### src/rtl/packet_protocol_classifier_defines.svh
// Assertion macros used by the classifier top level.
`ifndef PACKET_PROTOCOL_CLASSIFIER_DEFINES_SVH
`define PACKET_PROTOCOL_CLASSIFIER_DEFINES_SVH

`ifndef ASSERT_OFF
`define PPC_ASSERT(label, prop, msg) \
    label: assert property (@(posedge clk) disable iff (!rst_n) prop) else $error(msg);
`define PPC_NEVER(label, cond, msg) \
    label: assert property (@(posedge clk) disable iff (!rst_n) !(cond)) else $error(msg);
`else
`define PPC_ASSERT(label, prop, msg)
`define PPC_NEVER(label, cond, msg)
`endif

`endif

### src/rtl/ppc_pkg.sv
// Package with the types, constants and header offsets of the frame classifier.
package ppc_pkg;

    localparam int MAX_FRAME_BYTES = 2048;
    localparam int OFFSET_W = $clog2(MAX_FRAME_BYTES);
    localparam int POS_W = (OFFSET_W > 7) ? OFFSET_W : 7;

    localparam logic [OFFSET_W-1:0] OFFSET_LIMIT = OFFSET_W'(MAX_FRAME_BYTES - 1);

    localparam logic [OFFSET_W-1:0] OFF_ETH_TYPE_HI = OFFSET_W'(12);
    localparam logic [OFFSET_W-1:0] OFF_ETH_TYPE_LO = OFFSET_W'(13);
    localparam logic [OFFSET_W-1:0] OFF_IP_IHL = OFFSET_W'(14);
    localparam logic [OFFSET_W-1:0] OFF_IP_PROTO = OFFSET_W'(23);
    localparam logic [POS_W-1:0] IP_HEADER_START = POS_W'(14);

    localparam logic [15:0] ETH_TYPE_IPV4 = 16'h0800;
    localparam logic [7:0] PROTO_ICMP = 8'd1;
    localparam logic [7:0] PROTO_TCP = 8'd6;
    localparam logic [7:0] PROTO_UDP = 8'd17;
    localparam logic [15:0] DNS_PORT_RESET = 16'd53;

    localparam int ADDR_W = 3;
    localparam logic REG_DNS_PORT = 1'b0;

    typedef enum logic [2:0] {
        CLASS_NON_IP = 3'd0,
        CLASS_ICMP = 3'd1,
        CLASS_TCP = 3'd2,
        CLASS_TCP_DNS = 3'd3,
        CLASS_UDP = 3'd4,
        CLASS_UDP_DNS = 3'd5,
        CLASS_OTHER_IP = 3'd6
    } frame_class_t;

    typedef struct packed {
        logic [7:0] data_byte;
        logic last;
    } byte_item_t;

    typedef struct packed {
        frame_class_t frame_class;
        logic [31:0] udp_total;
        logic [31:0] udp_dns_total;
    } result_t;

endpackage

### src/rtl/ppc_apb_regs.sv
// APB register file holding the DNS port number.
module ppc_apb_regs (
    input  logic                        clk,
    input  logic                        rst_n,
    input  logic                        psel,
    input  logic                        penable,
    input  logic                        pwrite,
    input  logic [ppc_pkg::ADDR_W-1:0]  paddr,
    input  logic [31:0]                 pwdata,
    output logic [31:0]                 prdata,
    output logic                        pready,
    output logic [15:0]                 dns_port
);
    import ppc_pkg::*;

    logic [15:0] dns_port_reg;
    logic [15:0] dns_port_next;

    always_comb
    begin
        dns_port_next = dns_port_reg;
        if (psel && penable && pwrite && (paddr[ADDR_W-1] == REG_DNS_PORT))
        begin
            dns_port_next = pwdata[15:0];
        end
    end

    always_ff @(posedge clk or negedge rst_n)
    begin
        if (!rst_n)
        begin
            dns_port_reg <= DNS_PORT_RESET;
        end
        else
        begin
            dns_port_reg <= dns_port_next;
        end
    end

    assign prdata = (paddr[ADDR_W-1] == REG_DNS_PORT) ? {16'd0, dns_port_reg} : 32'd0;
    assign pready = 1'b1;
    assign dns_port = dns_port_reg;

endmodule

### src/rtl/ppc_frame_parser.sv
// Per-frame header capture, classification and UDP counters.
module ppc_frame_parser (
    input  logic                clk,
    input  logic                rst_n,
    input  logic                fire,
    input  ppc_pkg::byte_item_t item,
    input  logic [15:0]         dns_port,
    output logic                res_valid,
    output ppc_pkg::result_t    res
);
    import ppc_pkg::*;

    logic [OFFSET_W-1:0] offset_reg, offset_next;
    logic [15:0]         ether_type_reg, ether_type_next;
    logic [7:0]          ip_protocol_reg, ip_protocol_next;
    logic [3:0]          ip_header_words_reg, ip_header_words_next;
    logic [15:0]         source_port_reg, source_port_next;
    logic [15:0]         dest_port_reg, dest_port_next;
    logic [31:0]         udp_count_reg, udp_count_next;
    logic [31:0]         udp_dns_count_reg, udp_dns_count_next;

    logic [15:0]         ether_type_upd;
    logic [7:0]          ip_protocol_upd;
    logic [3:0]          ip_header_words_upd;
    logic [15:0]         source_port_upd;
    logic [15:0]         dest_port_upd;
    logic [31:0]         udp_count_upd;
    logic [31:0]         udp_dns_count_upd;
    logic                active;
    logic [POS_W-1:0]    pos;
    logic [POS_W-1:0]    tstart;
    logic [POS_W-1:0]    tend;
    logic                ports_ok;
    logic                dns;
    frame_class_t        cls;

    always_comb
    begin
        active = (offset_reg < OFFSET_LIMIT);
        pos = POS_W'(offset_reg);
        ether_type_upd = ether_type_reg;
        ip_protocol_upd = ip_protocol_reg;
        ip_header_words_upd = ip_header_words_reg;
        source_port_upd = source_port_reg;
        dest_port_upd = dest_port_reg;

        if (active)
        begin
            if (offset_reg == OFF_ETH_TYPE_HI)
            begin
                ether_type_upd[15:8] = item.data_byte;
            end
            if (offset_reg == OFF_ETH_TYPE_LO)
            begin
                ether_type_upd[7:0] = item.data_byte;
            end
            if (offset_reg == OFF_IP_IHL)
            begin
                ip_header_words_upd = item.data_byte[3:0];
            end
            if (offset_reg == OFF_IP_PROTO)
            begin
                ip_protocol_upd = item.data_byte;
            end
        end

        // The transport header starts after the IPv4 header, using the length seen so far.
        tstart = IP_HEADER_START + POS_W'({ip_header_words_upd, 2'b00});
        tend = tstart + POS_W'(3);

        if (active)
        begin
            if (pos == tstart)
            begin
                source_port_upd[15:8] = item.data_byte;
            end
            if (pos == tstart + POS_W'(1))
            begin
                source_port_upd[7:0] = item.data_byte;
            end
            if (pos == tstart + POS_W'(2))
            begin
                dest_port_upd[15:8] = item.data_byte;
            end
            if (pos == tend)
            begin
                dest_port_upd[7:0] = item.data_byte;
            end
        end

        ports_ok = (tend < POS_W'(OFFSET_LIMIT)) && (pos >= tend);
        dns = ports_ok && ((source_port_upd == dns_port) || (dest_port_upd == dns_port));

        udp_count_upd = udp_count_reg;
        udp_dns_count_upd = udp_dns_count_reg;
        if ((offset_reg < OFF_ETH_TYPE_LO) || (ether_type_upd != ETH_TYPE_IPV4))
        begin
            cls = CLASS_NON_IP;
        end
        else if (ip_protocol_upd == PROTO_ICMP)
        begin
            cls = CLASS_ICMP;
        end
        else if (ip_protocol_upd == PROTO_TCP)
        begin
            cls = dns ? CLASS_TCP_DNS : CLASS_TCP;
        end
        else if (ip_protocol_upd == PROTO_UDP)
        begin
            cls = dns ? CLASS_UDP_DNS : CLASS_UDP;
            udp_count_upd = udp_count_reg + 32'd1;
            if (dns)
            begin
                udp_dns_count_upd = udp_dns_count_reg + 32'd1;
            end
        end
        else
        begin
            cls = CLASS_OTHER_IP;
        end

        offset_next = offset_reg;
        ether_type_next = ether_type_reg;
        ip_protocol_next = ip_protocol_reg;
        ip_header_words_next = ip_header_words_reg;
        source_port_next = source_port_reg;
        dest_port_next = dest_port_reg;
        udp_count_next = udp_count_reg;
        udp_dns_count_next = udp_dns_count_reg;

        if (fire)
        begin
            if (item.last)
            begin
                offset_next = '0;
                ether_type_next = '0;
                ip_protocol_next = '0;
                ip_header_words_next = '0;
                source_port_next = '0;
                dest_port_next = '0;
                udp_count_next = udp_count_upd;
                udp_dns_count_next = udp_dns_count_upd;
            end
            else
            begin
                offset_next = active ? (offset_reg + OFFSET_W'(1)) : offset_reg;
                ether_type_next = ether_type_upd;
                ip_protocol_next = ip_protocol_upd;
                ip_header_words_next = ip_header_words_upd;
                source_port_next = source_port_upd;
                dest_port_next = dest_port_upd;
            end
        end
    end

    always_ff @(posedge clk or negedge rst_n)
    begin
        if (!rst_n)
        begin
            offset_reg <= '0;
            ether_type_reg <= '0;
            ip_protocol_reg <= '0;
            ip_header_words_reg <= '0;
            source_port_reg <= '0;
            dest_port_reg <= '0;
            udp_count_reg <= '0;
            udp_dns_count_reg <= '0;
        end
        else
        begin
            offset_reg <= offset_next;
            ether_type_reg <= ether_type_next;
            ip_protocol_reg <= ip_protocol_next;
            ip_header_words_reg <= ip_header_words_next;
            source_port_reg <= source_port_next;
            dest_port_reg <= dest_port_next;
            udp_count_reg <= udp_count_next;
            udp_dns_count_reg <= udp_dns_count_next;
        end
    end

    assign res_valid = fire && item.last;
    assign res.frame_class = cls;
    assign res.udp_total = udp_count_upd;
    assign res.udp_dns_total = udp_dns_count_upd;

endmodule

### src/rtl/packet_protocol_classifier.sv
// Top level of the Ethernet/IPv4 frame classifier.
//
//   Channel   Handshake                     Payload
//   input     in_valid / in_ready           data_byte, last
//   output    out_valid / out_ready         frame_class, udp_total, udp_dns_total
//   config    psel, penable, pwrite, pready paddr, pwdata, prdata
//
// An accepted item is held in the input register, and for a final byte the header logic writes
// the frame's result into the result register, which drives out_valid.
// One item is accepted every cycle, unless a final byte waits while the result register is full and not taken.
// Reset clears the frame state, the counters and both valid flags, and sets the DNS port to 53.
// A stalled output holds the result; in_ready drops only while a final byte waits behind it.
`include "packet_protocol_classifier_defines.svh"

module packet_protocol_classifier (
    input  logic                        clk,
    input  logic                        rst_n,
    input  logic                        in_valid,
    output logic                        in_ready,
    input  logic [7:0]                  data_byte,
    input  logic                        last,
    output logic                        out_valid,
    input  logic                        out_ready,
    output ppc_pkg::frame_class_t       frame_class,
    output logic [31:0]                 udp_total,
    output logic [31:0]                 udp_dns_total,
    input  logic                        psel,
    input  logic                        penable,
    input  logic                        pwrite,
    input  logic [ppc_pkg::ADDR_W-1:0]  paddr,
    input  logic [31:0]                 pwdata,
    output logic [31:0]                 prdata,
    output logic                        pready
);
    import ppc_pkg::*;

    logic       item_valid_reg, item_valid_next;
    byte_item_t item_reg;
    logic       out_valid_reg, out_valid_next;
    result_t    out_reg;
    logic       parse_fire;
    logic       res_valid;
    result_t    res;
    logic [15:0] dns_port;

    ppc_apb_regs u_regs (
        .clk      (clk),
        .rst_n    (rst_n),
        .psel     (psel),
        .penable  (penable),
        .pwrite   (pwrite),
        .paddr    (paddr),
        .pwdata   (pwdata),
        .prdata   (prdata),
        .pready   (pready),
        .dns_port (dns_port)
    );

    ppc_frame_parser u_parser (
        .clk       (clk),
        .rst_n     (rst_n),
        .fire      (parse_fire),
        .item      (item_reg),
        .dns_port  (dns_port),
        .res_valid (res_valid),
        .res       (res)
    );

    assign parse_fire = item_valid_reg && (!item_reg.last || !out_valid_reg || out_ready);
    assign in_ready = !item_valid_reg || parse_fire;

    always_comb
    begin
        item_valid_next = item_valid_reg;
        if (in_valid && in_ready)
        begin
            item_valid_next = 1'b1;
        end
        else if (parse_fire)
        begin
            item_valid_next = 1'b0;
        end
        out_valid_next = res_valid || (out_valid_reg && !out_ready);
    end

    always_ff @(posedge clk or negedge rst_n)
    begin
        if (!rst_n)
        begin
            item_valid_reg <= 1'b0;
            out_valid_reg <= 1'b0;
        end
        else
        begin
            item_valid_reg <= item_valid_next;
            out_valid_reg <= out_valid_next;
        end
    end

    always_ff @(posedge clk)
    begin
        if (in_valid && in_ready)
        begin
            item_reg.data_byte <= data_byte;
            item_reg.last <= last;
        end
        if (res_valid)
        begin
            out_reg <= res;
        end
    end

    assign out_valid = out_valid_reg;
    assign frame_class = out_reg.frame_class;
    assign udp_total = out_reg.udp_total;
    assign udp_dns_total = out_reg.udp_dns_total;

    `PPC_NEVER(a_no_result_overwrite, res_valid && out_valid_reg && !out_ready, "result lost")
    `PPC_ASSERT(a_accept_loads_item, in_valid && in_ready |=> item_valid_reg, "item not held")
    `PPC_ASSERT(a_stalled_item_kept, item_valid_reg && !parse_fire |=> item_valid_reg, "item dropped")

endmodule

### config.mk
export PLATFORM = sky130hd
export DESIGN_NAME = packet_protocol_classifier
export DESIGN_NICKNAME = d
export VERILOG_FILES = /design/src/rtl/ppc_pkg.sv /design/src/rtl/ppc_apb_regs.sv /design/src/rtl/ppc_frame_parser.sv /design/src/rtl/packet_protocol_classifier.sv
export VERILOG_INCLUDE_DIRS = /design/src /design/src/rtl
export SDC_FILE = /design/constraint.sdc
export NUM_CORES = 1
export LEC_CHECK = 0
export ABC_AREA = 0
export ABC_CLOCK_PERIOD_IN_PS = 5100
export BUFFER_PORTS_ARGS = -buffer_cell sky130_fd_sc_hd__buf_2
export CAP_MARGIN = 15
export CORE_MARGIN = 2
export CORE_UTILIZATION = 60
export CTS_BUF_LIST = sky130_fd_sc_hd__clkbuf_8
export CTS_CLUSTER_SIZE = 28
export DETAILED_ROUTE_END_ITERATION = 10
export PLACE_DENSITY_LB_ADDON = 0.25
export RECOVER_POWER = 25
export SLEW_MARGIN = 20
export SYNTH_ARGS = -nofsm -noshare
export SYNTH_HDL_FRONTEND = slang
export SYNTH_SLANG_ARGS = --single-unit
### constraint.sdc
create_clock -name clk -period 5.1 [get_ports clk]
set_clock_uncertainty 0.2 [all_clocks]
set_input_delay 0.255 -clock clk [delete_from_list [all_inputs] [get_ports clk]]
set_output_delay 0.255 -clock clk [all_outputs]
set_load 0.1 [all_outputs]
# ---- Yosys cells after proc, flatten, opt, wreduce, memory -nomap -nowiden
# Index checks and enable logic that the tools add are counted.
dict set report op_classes {
  add_sub_neg 7
  magnitude_cmp 4
  n_eq_ne 14
  n_mux 37
  n_bitwise 1
  n_reduce_logical 24
}
# op count
set ops {}
lappend ops {{two-way mux 32 bit} 9}
lappend ops {{two-way mux 16 bit} 7}
lappend ops {{two-way mux 8 bit} 9}
lappend ops {{adder 32 x 1 -> 32 bit (second input constant)} 2}
lappend ops {{== test 11 bit} 4}
lappend ops {{== test 11 x 4 -> 1 bit (second input constant)} 3}
lappend ops {{== test 16 bit} 2}
lappend ops {{adder 11 x 1 -> 11 bit (second input constant)} 2}
lappend ops {{adder 11 x 2 -> 11 bit (second input constant)} 2}
lappend ops {{< comparator 11 bit (second input constant)} 2}
lappend ops {{two-way mux 11 bit} 2}
lappend ops {{inequality test 16 x 12 -> 1 bit (second input constant)} 1}
lappend ops {{two-way mux 4 bit} 3}
lappend ops {{== test 11 x 5 -> 1 bit (second input constant)} 1}
lappend ops {{greater-or-equal comparator 11 bit} 1}
lappend ops {{< comparator 11 x 4 -> 1 bit (second input constant)} 1}
lappend ops {{logical AND 1 bit} 9}
lappend ops {{== test 8 x 1 -> 1 bit (second input constant)} 1}
lappend ops {{== test 8 x 3 -> 1 bit (second input constant)} 1}
lappend ops {{== test 8 x 5 -> 1 bit (second input constant)} 1}
lappend ops {{adder 4 x 6 -> 7 bit (first input constant)} 1}
lappend ops {{logical OR 1 bit} 6}
lappend ops {{two-way mux 3 bit} 2}
lappend ops {{two-way mux 1 bit} 5}
lappend ops {{5 further kinds} 10}
dict set report word_totals {
  reg_bits 229
  inputBits 51
  out_inout_bits 102
  elab_cells 104
}

# ---- Depth between registers and ports, before layout
dict set report logic_depth {
  ltp_word 16
  ltp_mapped 21
  mapped_depth_nobuf 17
}

# ---- By module
# From an unflattened synthesis, not the netlist that was laid out.
dict set report unflattened {
  hier_cells 1142
  area_unflattened_um2 11962.7
}
# module n_inst cells_each area_each_um2 seq_area_each_um2
set modules_own_cells {}
lappend modules_own_cells {ppc_frame_parser 1 988 8669.6 3378.2}
lappend modules_own_cells {packet_protocol_classifier 1 84 2388.5 2332.2}
lappend modules_own_cells {ppc_apb_regs 1 70 904.6 405.4}

# ---- Worst setup path after synthesis
# Ideal clock, no wire load.
dict set report synth_timing {
  kind {reg-to-reg}
  start {register u_parser.offset_reg[5]}
  end {register out_reg, in the netlist udp_dns_total[1], data pin}
  setup_time_ns 0.262
  arrival_ns 4.065
  required_ns 4.638
  path_slack_ns 0.573
  stages_incl_launch_ff 20
  n_path_buf 4
  period_less_slack_ns 4.527
  path_cell_list {dfrtp_1 -> buf_2 -> nor3_4 -> nand4_2 -> buf_2 -> mux2_2 -> xnor2_1 -> ha_1 -> and4_1 -> nand4_2 -> buf_2 -> mux2i_1 -> xnor2_1 -> nor4_1 -> nand4_1 -> clkinv_1 -> a31oi_1 -> buf_6 -> nor3b_2 -> mux2_1}
}
# item line_no
set synth_lines {}
lappend synth_lines {{start, declared} ppc_frame_parser.sv:13} ;# logic [OFFSET_W-1:0] offset_reg, offset_next;
lappend synth_lines {{start signal, assigned} ppc_frame_parser.sv:171} ;# offset_reg <= offset_next;
lappend synth_lines {{end signal, assigned} packet_protocol_classifier.sv:109} ;# out_reg <= res;
lappend synth_lines {{end, declared} packet_protocol_classifier.sv:40} ;# result_t out_reg;

==> results.md <==
- Die Y-Extent: 148 um
- Reported leakage power: ~6.5 nW
- Multiplexer area fraction after synthesis: 4.18%
- Cell types occupying the most area after synthesis: sky130_fd_sc_hd__dfrtp_1, sky130_fd_sc_hd__edfxtp_1, sky130_fd_sc_hd__xor2_1
- Overall routed net length: between 20 and 30 mm
- Critical register-to-register path endpoint: udp_dns_total[1]
- Synth-to-Final Area Change: 16.4%
- RSZ-0062 raised after global routing: false
- Crit path from: u_parser.offset_reg[0]
- DRC viols: 0
- Global-route usage over all layers: 25.7%
- I/O pins: roughly 150
- Multi-input combinational cell area: 5870 um2
- Count of flip-flops with a built-in enable after synthesis: 76
- Cell taking the most area after synthesis: sky130_fd_sc_hd__dfrtp_1
- Warnings, synthesis: 0
- Post-synthesis area per instance: 10.6 um2
- Async set-or-reset flop fraction in the synthesized netlist: around 67%
- Tightest Pin Transition: 1980 ps
- Setup violators final: 0
- Ratio of cells with drive above 1 in the final layout: between 20 and 25%
- Post-synthesis share of cell area spent on full adders, half adders and majority gates: 1.21%
- Final global-route overflow total: 0
- Critical path startpoint category: register
- Vias/cell: ~5.7
- Clock buffer count from CTS: 39
- WL per Instance: 17.1 um
- R2r worst-path depth: 18
- Root buffer cell: sky130_fd_sc_hd__clkbuf_8
- Detailed Place HPWL: 18.5 mm
- Filler cells: 1484
- Post-Layout Cell Count: around 1600
- Termination of the worst setup path: udp_dns_total[1]
- Combinational family with the most area after synthesis: simple AND/OR/NAND/NOR gates
- Compound-cell area share of the yosys netlist: 10.3%
- Antenna violations before repair: 0
- Commonest cells after routing, fill and taps aside: sky130_fd_sc_hd__dfrtp_1, sky130_fd_sc_hd__nand2_1, sky130_fd_sc_hd__buf_2
- Sequence of cells on the critical path: inv_1 > ha_1 > nand4_2 > mux2_2 > xnor2_1 > ha_1 > and4_2 > nand4_2 > buf_12 > mux2i_1 > xnor2_1 > nor4_1 > nand4_1 > clkinv_1 > a31oi_4 > buf_12 > nor3b_2 > mux2_1
- First-pass DRT Iterations: 6
- Std-Cell Core Area: 20200 um2
- Number of sinks on the clock net: 229
- Row Count: 52
- Max-slew headroom at the worst pin: -32.1%
- Remaining antenna violation count after routing: 0
- Type of destination of the critical path: register
- Data arrival time of the worst path: 4970 ps
- Worst hold path cell count: 2
- Crit-path slowest cell: sky130_fd_sc_hd__dfrtp_1
- Worst Setup Path Type: register to register
- Starting density of the core: 61.3%
- Insertion delay of the later-clocked pin in the worst-skew pair: 540 ps
- Worst reg2reg path startpoint: u_parser.offset_reg[0]
- Largest stage delay on the critical path: around 450 ps
- Register area share after synthesis: 49.3%
- Peak supply drop: 251 uV
- Floorplan die area: 21800 um2
- Area of the mapped netlist: about 12000 um2
- Final worst path period need: 4900 ps
- Count of input and output buffers: around 120
- Final Hold Vio Count: 0
- Number of global-route vias before repair: 8958
- Setup Total Neg Slack: 0 ps
- Outcome: finished with violations
- Power density relative to cell area: 335 nW/um2
- Synth top area share: 30.0%
- Inst Count DP: 1535
- Clk buf depth: 3
- Routability-driven placement congestion ratio: 0.891
- Hold_ws: 226 ps
- Worst reg2reg setup slack: 200 ps
- Global-route wire length before repair: 45.4 mm
- Clock slew at reported path FFs: around 60 ps
- Number of diodes added for antenna fixing: 0
- XOR/XNOR share of the synthesized area: 11.6%
- H-tree depth: 2
- Horizontal die dimension: 148 um
- FF+latch count, synth: approximately 230
- Final clock period utilization by the worst path: a little over nine tenths
- Post-layout net count: 1408
- Final Max Tran Viols: 81
- Most common library cell in the layout ignoring fill and taps: sky130_fd_sc_hd__dfrtp_1
- Largest fanout on the critical path: 17
- Number of max-cap violations: 1
- Syn Inst Count: 1170
- Post-synth cell types: 80
- Largest net degree at the start of global routing: around 110
- Footprint of the flip-flops and latches: between 6000 and 7000 um2
- Share of synthesized cell area in and, or, nand and nor gates: 19.2%
- Total via count after detailed routing: 9377
- Violations in the final reports: max-capacitance violations, max-slew violations
- Most used flip-flop cell after synthesis: sky130_fd_sc_hd__dfrtp_1
- Maximum operating frequency: around 0.20 GHz
- Data required time at the worst endpoint: 5180 ps
- Starting DRC count in detailed routing: 820
- TritonCTS clock tree: done
- Worst Hold Class: primary input to register
[cell families (layout without fill, tap and decap cells)]
kind of cell,Yosys count,in the layout
other,2,18
AO/OA/AOI/OAI,186,186
flip-flops,229,229
adder cells (fa/ha/maj),12,12
multiplexers,49,49
AND/OR/NAND/NOR,420,420
buffers and inverters,108,297
XOR/XNOR,164,164
[repair_timing]
item,in CTS,in global routing
hold endpoints to repair,126,23
setup buffers,0,9
resized for setup,0,4
hold buffers,28,1
endpoints found under the setup margin,0,37
[final cells by class]
| class | instances | area share, % |
|---|---|---|
| sequential | 229 | 42.4 |
| multi-input combinational | 849 | 40.6 |
| timing repair buffer | 191 | 8.49 |
| clock buffer | 48 | 4.57 |
| tap | 270 | 2.34 |
| inverter | 35 | 0.918 |
| clock inverter | 23 | 0.685 |
[critical path: cells and delay by family, from the launching register on]
| kind | cells | cell delay, ps |
|---|---|---|
| AND/OR/NAND/NOR | 6 | 1510 |
| multiplexers | 3 | 950 |
| buffers and inverters | 4 | 670 |
| adder cells (fa/ha/maj) | 2 | 560 |
| flip-flops | 1 | 450 |
| XOR/XNOR | 2 | 240 |
| AO/OA/AOI/OAI | 1 | 50 |
[Yosys cell counts (5+ instances only)]
cell,count
sky130_fd_sc_hd__a21oi_1,12
sky130_fd_sc_hd__a22oi_1,57
sky130_fd_sc_hd__and2_1,11
sky130_fd_sc_hd__and3_1,20
sky130_fd_sc_hd__and4_1,7
sky130_fd_sc_hd__buf_1,9
sky130_fd_sc_hd__buf_2,13
sky130_fd_sc_hd__buf_4,19
sky130_fd_sc_hd__clkbuf_1,28
sky130_fd_sc_hd__dfrtp_1,149
sky130_fd_sc_hd__edfxtp_1,76
sky130_fd_sc_hd__ha_1,12
sky130_fd_sc_hd__inv_1,34
sky130_fd_sc_hd__mux2_2,17
sky130_fd_sc_hd__mux2i_1,29
sky130_fd_sc_hd__nand2_1,116
sky130_fd_sc_hd__nand2b_1,5
sky130_fd_sc_hd__nand3_1,46
sky130_fd_sc_hd__nand4_1,11
sky130_fd_sc_hd__nor2_1,87
sky130_fd_sc_hd__nor2b_1,14
sky130_fd_sc_hd__nor3_1,19
sky130_fd_sc_hd__nor3_2,22
sky130_fd_sc_hd__nor4_1,12
sky130_fd_sc_hd__nor4_2,6
sky130_fd_sc_hd__nor4b_2,7
sky130_fd_sc_hd__o21ai_0,68
sky130_fd_sc_hd__o22ai_1,14
sky130_fd_sc_hd__or3_1,5
sky130_fd_sc_hd__xnor2_1,70
sky130_fd_sc_hd__xor2_1,94
[metal layers]
layer	global-route usage, %	vias up	wire length, um
met3	4.51	51	1750
li1	-	4455	-
met5	0	-	0
met2	41.0	293	13400
met4	7.79	0	592
met1	36.4	4578	12400
[where the power goes]
| part | leakage (nW) | internal (mW) | switching (mW) |
|---|---|---|---|
| logic | 3.36 | 0.285 | 0.762 |
| registers | 2.70 | 2.05 | 0.156 |
| clock network | 0.450 | 0.851 | 0.737 |
[worst min-delay path by stage]
stage | to | start | slack [ps]
finish | item_reg[4] | data_byte[3] | 230
global route | item_reg[3] | data_byte[2] | 220
CTS | item_reg[0] | last | 210
detailed placement | u_parser.udp_dns_count_reg[13] | rst_n | 230
global placement | item_reg[7] | data_byte[6] | 230
floorplan | item_valid_reg | rst_n | -240
[stage by stage]
stage	utilization (%)	setup slack (ps)	total power, mW	instance area (um2)
2_1_floorplan	-	573	3.03	12500
3_3_place_gp	65.7	193	3.23	13300
3_5_place_dp	65.7	92.3	3.25	13300
4_1_cts	70.9	57.3	4.86	14300
5_1_grt	71.4	2.58	5.03	14400
6_report	71.4	205	4.84	14400
Power figures use the tool's default switching activity.
